$ cat config.mk
export PLATFORM = sky130hd
export DESIGN_NAME = hmng_norm
export DESIGN_NICKNAME = d
export VERILOG_FILES = /design/src/sv/hmng_pkg.sv /design/src/sv/hmng_norm.sv
export SDC_FILE = /design/constraint.sdc
export NUM_CORES = 2
export LEC_CHECK = 0
export BUFFER_PORTS_ARGS = -buffer_cell sky130_fd_sc_hd__buf_2
export CELL_PAD_IN_SITES_DETAIL_PLACEMENT = 1
export CELL_PAD_IN_SITES_GLOBAL_PLACEMENT = 2
export CORE_MARGIN = 8
export CORE_UTILIZATION = 46
export DETAILED_ROUTE_END_ITERATION = 12
export PLACE_DENSITY_LB_ADDON = 0.1
export SYNTH_ARGS = -nofsm -noshare
export SYNTH_HDL_FRONTEND = slang
export SYNTH_SLANG_ARGS = --single-unit
$ cat constraint.sdc
create_clock -name clk -period 17.04 [get_ports clk]
set_clock_uncertainty 0.2 [all_clocks]
set_input_delay 1.704 -clock clk [delete_from_list [all_inputs] [get_ports clk]]
set_output_delay 1.704 -clock clk [all_outputs]
set_load 0.02 [all_outputs]
$ cat src/sv/hmng_pkg.sv
// Shared types, constants and defaults of the heightmap normal generator.
package hmng_pkg;

  localparam int unsigned MAX_SIDE_DEF = 1024;

  localparam int unsigned SIDE_W   = 11;
  localparam int unsigned SCALE_W  = 16;
  localparam int unsigned HEIGHT_W = 8;
  localparam int unsigned COORD_W  = 10;
  localparam int unsigned NORM_W   = 16;
  localparam int unsigned DIFF_W   = 9;
  localparam int unsigned CFG_IDX_W  = 2;
  localparam int unsigned CFG_DATA_W = 16;

  localparam logic [CFG_IDX_W-1:0] CFG_SIDE         = 2'd0;
  localparam logic [CFG_IDX_W-1:0] CFG_GRID_SCALE   = 2'd1;
  localparam logic [CFG_IDX_W-1:0] CFG_VERT_SCALE   = 2'd2;

  localparam logic [SIDE_W-1:0]  SIDE_RST  = 11'd256;
  localparam logic [SCALE_W-1:0] SCALE_RST = 16'd256;

  // Q1.14 one.
  localparam logic signed [NORM_W-1:0] NORM_ONE = 16'sd16384;

  typedef struct packed {
    logic                     start;
    logic signed [DIFF_W-1:0] dr;
    logic signed [DIFF_W-1:0] dc;
  } hmng_req_t;

  typedef struct packed {
    logic                     done;
    logic signed [NORM_W-1:0] nx;
    logic signed [NORM_W-1:0] ny;
    logic signed [NORM_W-1:0] nz;
  } hmng_rsp_t;

endpackage

$ cat src/sv/hmng_norm.sv
// Iterative normalizer: one shared 32x32 multiplier under a small sequencer.
module hmng_norm (
  input  logic                           clk,
  input  logic                           rst,
  input  hmng_pkg::hmng_req_t            req,
  input  logic [hmng_pkg::SCALE_W-1:0]   grid_scale,
  input  logic [hmng_pkg::SCALE_W-1:0]   vert_scale,
  output hmng_pkg::hmng_rsp_t            rsp
);
  import hmng_pkg::*;

  typedef enum logic [10:0] {
    N_IDLE = 11'b00000000001,
    N_MX   = 11'b00000000010,
    N_MZ   = 11'b00000000100,
    N_CHK  = 11'b00000001000,
    N_SQX  = 11'b00000010000,
    N_SQY  = 11'b00000100000,
    N_SQZ  = 11'b00001000000,
    N_LIM  = 11'b00010000000,
    N_T1   = 11'b00100000000,
    N_T2   = 11'b01000000000,
    N_T3   = 11'b10000000000
  } nstate_t;

  nstate_t state;
  logic [DIFF_W-1:0] dr_mag;
  logic [DIFF_W-1:0] dc_mag;
  logic        neg_x;
  logic        neg_z;
  logic [23:0] mx;
  logic [23:0] my;
  logic [23:0] mz;
  logic [31:0] s;
  logic [29:0] m2;
  logic [31:0] tt;
  logic [63:0] ts;
  logic [14:0] q;
  logic [3:0]  bitpos;
  logic [1:0]  comp;
  logic [31:0] mul_a;
  logic [31:0] mul_b;
  logic [63:0] prod;
  logic [14:0] m_sel;
  logic [14:0] cand;
  logic [15:0] t;
  logic [14:0] q_fin;
  logic signed [NORM_W-1:0] q_pos;
  logic signed [NORM_W-1:0] q_neg;

  always_comb begin
    case (comp)
      2'd0:    m_sel = mx[14:0];
      2'd1:    m_sel = my[14:0];
      default: m_sel = mz[14:0];
    endcase
    cand  = q | (15'd1 << bitpos);
    t     = {cand, 1'b0} - 16'd1;
    q_fin = (ts <= {4'd0, m2, 30'd0}) ? cand : q;
    q_pos = NORM_W'(q_fin);
    q_neg = -q_pos;
  end

  always_comb begin
    unique case (state)
      N_MX:    begin mul_a = 32'(vert_scale); mul_b = 32'(dr_mag); end
      N_MZ:    begin mul_a = 32'(vert_scale); mul_b = 32'(dc_mag); end
      N_SQX:   begin mul_a = 32'(mx); mul_b = 32'(mx); end
      N_SQY:   begin mul_a = 32'(my); mul_b = 32'(my); end
      N_SQZ:   begin mul_a = 32'(mz); mul_b = 32'(mz); end
      N_LIM:   begin mul_a = 32'(m_sel); mul_b = 32'(m_sel); end
      N_T1:    begin mul_a = 32'(t); mul_b = 32'(t); end
      N_T2:    begin mul_a = tt; mul_b = s; end
      default: begin mul_a = '0; mul_b = '0; end
    endcase
    prod = 64'(mul_a) * 64'(mul_b);
  end

  always_ff @(posedge clk) begin
    if (rst) begin
      state    <= N_IDLE;
      rsp.done <= 1'b0;
    end else begin
      rsp.done <= 1'b0;
      unique case (state)
        N_IDLE: begin
          if (req.start) begin
            dr_mag <= req.dr[DIFF_W-1] ? (DIFF_W'(0) - req.dr) : req.dr;
            dc_mag <= req.dc[DIFF_W-1] ? (DIFF_W'(0) - req.dc) : req.dc;
            neg_x  <= !req.dr[DIFF_W-1] && (req.dr != '0);
            neg_z  <= !req.dc[DIFF_W-1] && (req.dc != '0);
            state  <= N_MX;
          end
        end
        N_MX: begin
          mx    <= prod[23:0];
          state <= N_MZ;
        end
        N_MZ: begin
          mz    <= prod[23:0];
          my    <= 24'(grid_scale);
          state <= N_CHK;
        end
        N_CHK: begin
          if ((mx | my | mz) == '0) begin
            rsp.nx   <= '0;
            rsp.ny   <= NORM_ONE;
            rsp.nz   <= '0;
            rsp.done <= 1'b1;
            state    <= N_IDLE;
          end else if ((mx[23:15] | my[23:15] | mz[23:15]) != '0) begin
            mx <= mx >> 1;
            my <= my >> 1;
            mz <= mz >> 1;
          end else begin
            state <= N_SQX;
          end
        end
        N_SQX: begin
          s     <= prod[31:0];
          state <= N_SQY;
        end
        N_SQY: begin
          s     <= s + prod[31:0];
          state <= N_SQZ;
        end
        N_SQZ: begin
          s     <= s + prod[31:0];
          comp  <= 2'd0;
          state <= N_LIM;
        end
        N_LIM: begin
          m2     <= prod[29:0];
          q      <= '0;
          bitpos <= 4'd14;
          state  <= N_T1;
        end
        N_T1: begin
          tt    <= prod[31:0];
          state <= N_T2;
        end
        N_T2: begin
          ts    <= prod;
          state <= N_T3;
        end
        N_T3: begin
          q <= q_fin;
          if (bitpos != 4'd0) begin
            bitpos <= bitpos - 4'd1;
            state  <= N_T1;
          end else begin
            case (comp)
              2'd0:    rsp.nx <= neg_x ? q_neg : q_pos;
              2'd1:    rsp.ny <= q_pos;
              default: rsp.nz <= neg_z ? q_neg : q_pos;
            endcase
            if (comp == 2'd2) begin
              rsp.done <= 1'b1;
              state    <= N_IDLE;
            end else begin
              comp  <= comp + 2'd1;
              state <= N_LIM;
            end
          end
        end
        default: state <= N_IDLE;
      endcase
    end
  end
endmodule

==> reports/metrics.csv <==
stage;metric;value;unit
route;first_pass_iters;8;
critical_path;critPathRequiredTime;17140;ps
sta;hold_slack;364.0;ps
die;core-area;106600;um^2
cts;cts-resized-gates;0;
sta;hold_viol;0;
cts;cts-buffers-inserted;36;
critical_path;crit_path_max_incr_delay;1010;ps
sta;setup_ws;4058;ps
synth;yosysWarnings;0;
pwr;ir_worst_vdd;0.05446;mV
sta;slew_headroom;0.1772;
worst_hold_path;min_path_type;reg -> reg;
final_layout;stdcell_area;52410;um^2
run_status;outcome;completed;
sta;fmax;0.07703;GHz
sta;slew_violations;0;
pwr;p_leak;24.03;nW
critical_path;worstSetupPathType;reg -> reg;
cts;cts-root-buf;clkbuf_16;
critical_path;cp_slowest_cell;a221o_1;
flow_run;drv_cap;0;
critical_path;cp.buffers_inverters;7;
placement;dp_slack;4306;ps
final_layout;fin_nets;6539;
worst_hold_path;holdCritStartpoint;mx[17];
global_route;gr-total-overflow;0;
critical_path;reg2reg_depth;42;
route;vias;37980;
critical_path;critical_path_depth;42;
critical_path;crit_top_cell;fa_1;
route;vias_per_cell;5.687;
synth;synth.distinct_cells;85;
die;die_x;343.0;um
synth;postSynth.asyncResetShare;0;
placement;routabilityCongestion;0.9212;
critical_path;worstSetupEndpointType;flip-flop;
cts;post_cts_buffers;0;
critical_path;path_max_fanout;17;
critical_path;crit_family;adder cells;
sta;layout_min_cycle_time;12980;ps
die;start_util;0.4615;
die;die_y;343.0;um
route;routed_wl;173.3;mm
final_layout;multi_input_area;34770;um^2
global_route;grt_start_max_net_pins;75;
synth;synthTopCellsByArea;fa_1, edfxtp_1, ha_1;
sta;setup_tns;0;ps
synth;synth_most_common_cell;inv_1;
critical_path;r2r_end;s[31];
cts;cts_tree;done;
cts;cts.path.max_buffers;3;
global_route;grt_antenna_before_repair;7;
cts;cts_max_level;2;
synth;synth.avg_cell_area;9.359;um^2
die;dieArea;117700;um^2
synth;synth_top_cell_area_share;0.3650;
cts;clkLatencyLatePin;580;ps
sta;finalCritPeriodShare;0.7619;
cts;clk_pin_slew;70;ps
critical_path;start_kind;flip-flop;
critical_path;crit_path_start;bitpos[0];
synth;synth_ff_type;edfxtp_1;
synth;syn_nets;6548;
pwr;power.density;33.41;nW/um^2
route;final_antenna_net_count;0;
route;wl_per_cell;25.95;um
placement;portBuffers;100;
final_layout;area_delta_synth_final;6.526;%
critical_path;arrival;13080;ps
sta;rsz0062_at_grt;no;
global_route;grt_pass1_wl;264.3;mm
final_layout;regArea;9549;um^2
worst_hold_path;hold_depth;1;
final_layout;fill_cells;12220;
global_route;grt_usage;0.2997;
synth;synth.largest_area_cell;fa_1;
critical_path;endpoint;s[31];
sta;worstMarginPinSlew;1234;ps
synth;ys_ff_latch;322;
die;row_count;120;
cts;clock_sinks;322;
synth;synthTopCellsByCount;inv_1, nand2_1, fa_1;
synth;ys_seq_area_frac;0.1941;
synth;synth_edf_count;310;
sta;setup_viol;0;
critical_path;r2r_start;bitpos[0];
critical_path;rrSetupSlack;4060;ps
final_layout;drive_above_1_share;0.06638;
synth;synth_cells;5257;
route;drc;0;
route;drtIter0Drc;2908;
cts;ctsHoldBuffers;0;
die;io_pins;102;
placement;place_area;51240;um^2
placement;dp_hpwl;137.4;mm
synth;syn_area;49200;um^2
global_route;grt_pass1_vias;41500;
==> layout make-up <==
class                           count  area share
Clock buffer                       43     0.01769
Timing Repair Buffer              223     0.02717
Sequential cell                   322      0.1822
Tap cell                         1403     0.03349
Inverter                          997     0.07140
Multi-Input combinational cell   3668      0.6634
Clock inverter                     20    0.004536
Antenna cell                        2  0.00009549
==> power breakdown <==
group | leakage [nW] | switching, W | internal [W]
clock | 0.556 | 0.000356 | 0.000455
sequential | 3.07 | 0.00000403 | 0.000861
combinational | 20.4 | 0.0000534 | 0.0000219
==> registers in the layout (all words and copies together), names as in the netlist <==
signal / flops
neg_z: 1
q: 15
mx: 24
ts: 64
my: 16
s: 32
dr_mag: 9
tt: 32
neg_x: 1
mz: 24
dc_mag: 9
m2: 30
rsp: 48
comp: 2
state: 11
bitpos: 4
==> kinds of logic after synthesis <==
| family | after synthesis | synth area share |
|---|---|---|
| compound gates | 547 | 0.07614 |
| xor+xnor | 134 | 0.02385 |
| fa+ha+maj | 1238 | 0.4517 |
| buf+inv | 1267 | 0.1027 |
| flops | 322 | 0.1941 |
| mux | 7 | 0.001450 |
| other cells | 1 | 0.00007622 |
| simple gates | 1741 | 0.1500 |
==> stage by stage <==
step	util	total power, W	std cells
floorplan	-	0.0009202	5257
detailed placement	0.4807	0.0009569	6613
finish	0.4916	0.001751	6678
global route	0.4916	0.001782	6677
CTS	0.4916	0.001757	6676
global placement	0.4807	0.0009560	6613
==> placed cells by master (no fill, tap or decap), types with 12 or more instances in the layout <==
cell and instances:
a222oi_1 16, nor4_1 28, clkbuf_16 36, nor3_1 31, dfxtp_1 12, o21a_1 23, a21oi_1 155, o21ai_0 83
xor2_1 35, nand3_1 22, ha_1 341, a22oi_1 13, a221o_1 16, nand4_1 31, buf_4 123, edfxtp_1 310
a211oi_1 12, nand2b_1 23, a21o_1 90, and2_1 59, nand2_1 973, a31oi_1 14, nor2b_1 23, xnor2_1 95
and3_1 41, inv_1 997, buf_2 100, o21bai_1 15, nor2_1 438, fa_1 897
==> worst reg2reg max path, delay by kind of cell (launching register included) <==
kind / cells / cell delay [ps]
flops: 1 / 430
xor+xnor: 4 / 880
buf+inv: 7 / 640
fa+ha+maj: 11 / 5050
simple gates: 9 / 1840
compound gates: 11 / 3720
==> routing by layer <==
| layer | share of wire | up-vias | routed length [um] | track usage |
|---|---|---|---|---|
| met5 | 0.000046 | - | 8 | 0 |
| met4 | 0.039 | 2 | 6775 | 0.1022 |
| met3 | 0.062 | 287 | 10680 | 0.03318 |
| met2 | 0.47 | 1285 | 82300 | 0.4968 |
| met1 | 0.42 | 20100 | 73540 | 0.4102 |
| li1 | - | 16300 | - | - |
==> worst min-delay path by stage <==
stage | endpoint | slack, ps
floorplan | state[6] | 320
global placement | mx[22] | 370
detailed placement | mx[16] | 370
CTS | mx[16] | 370
global route | mx[16] | 390
finish | mx[16] | 360
Power figures use the tool's default switching activity.
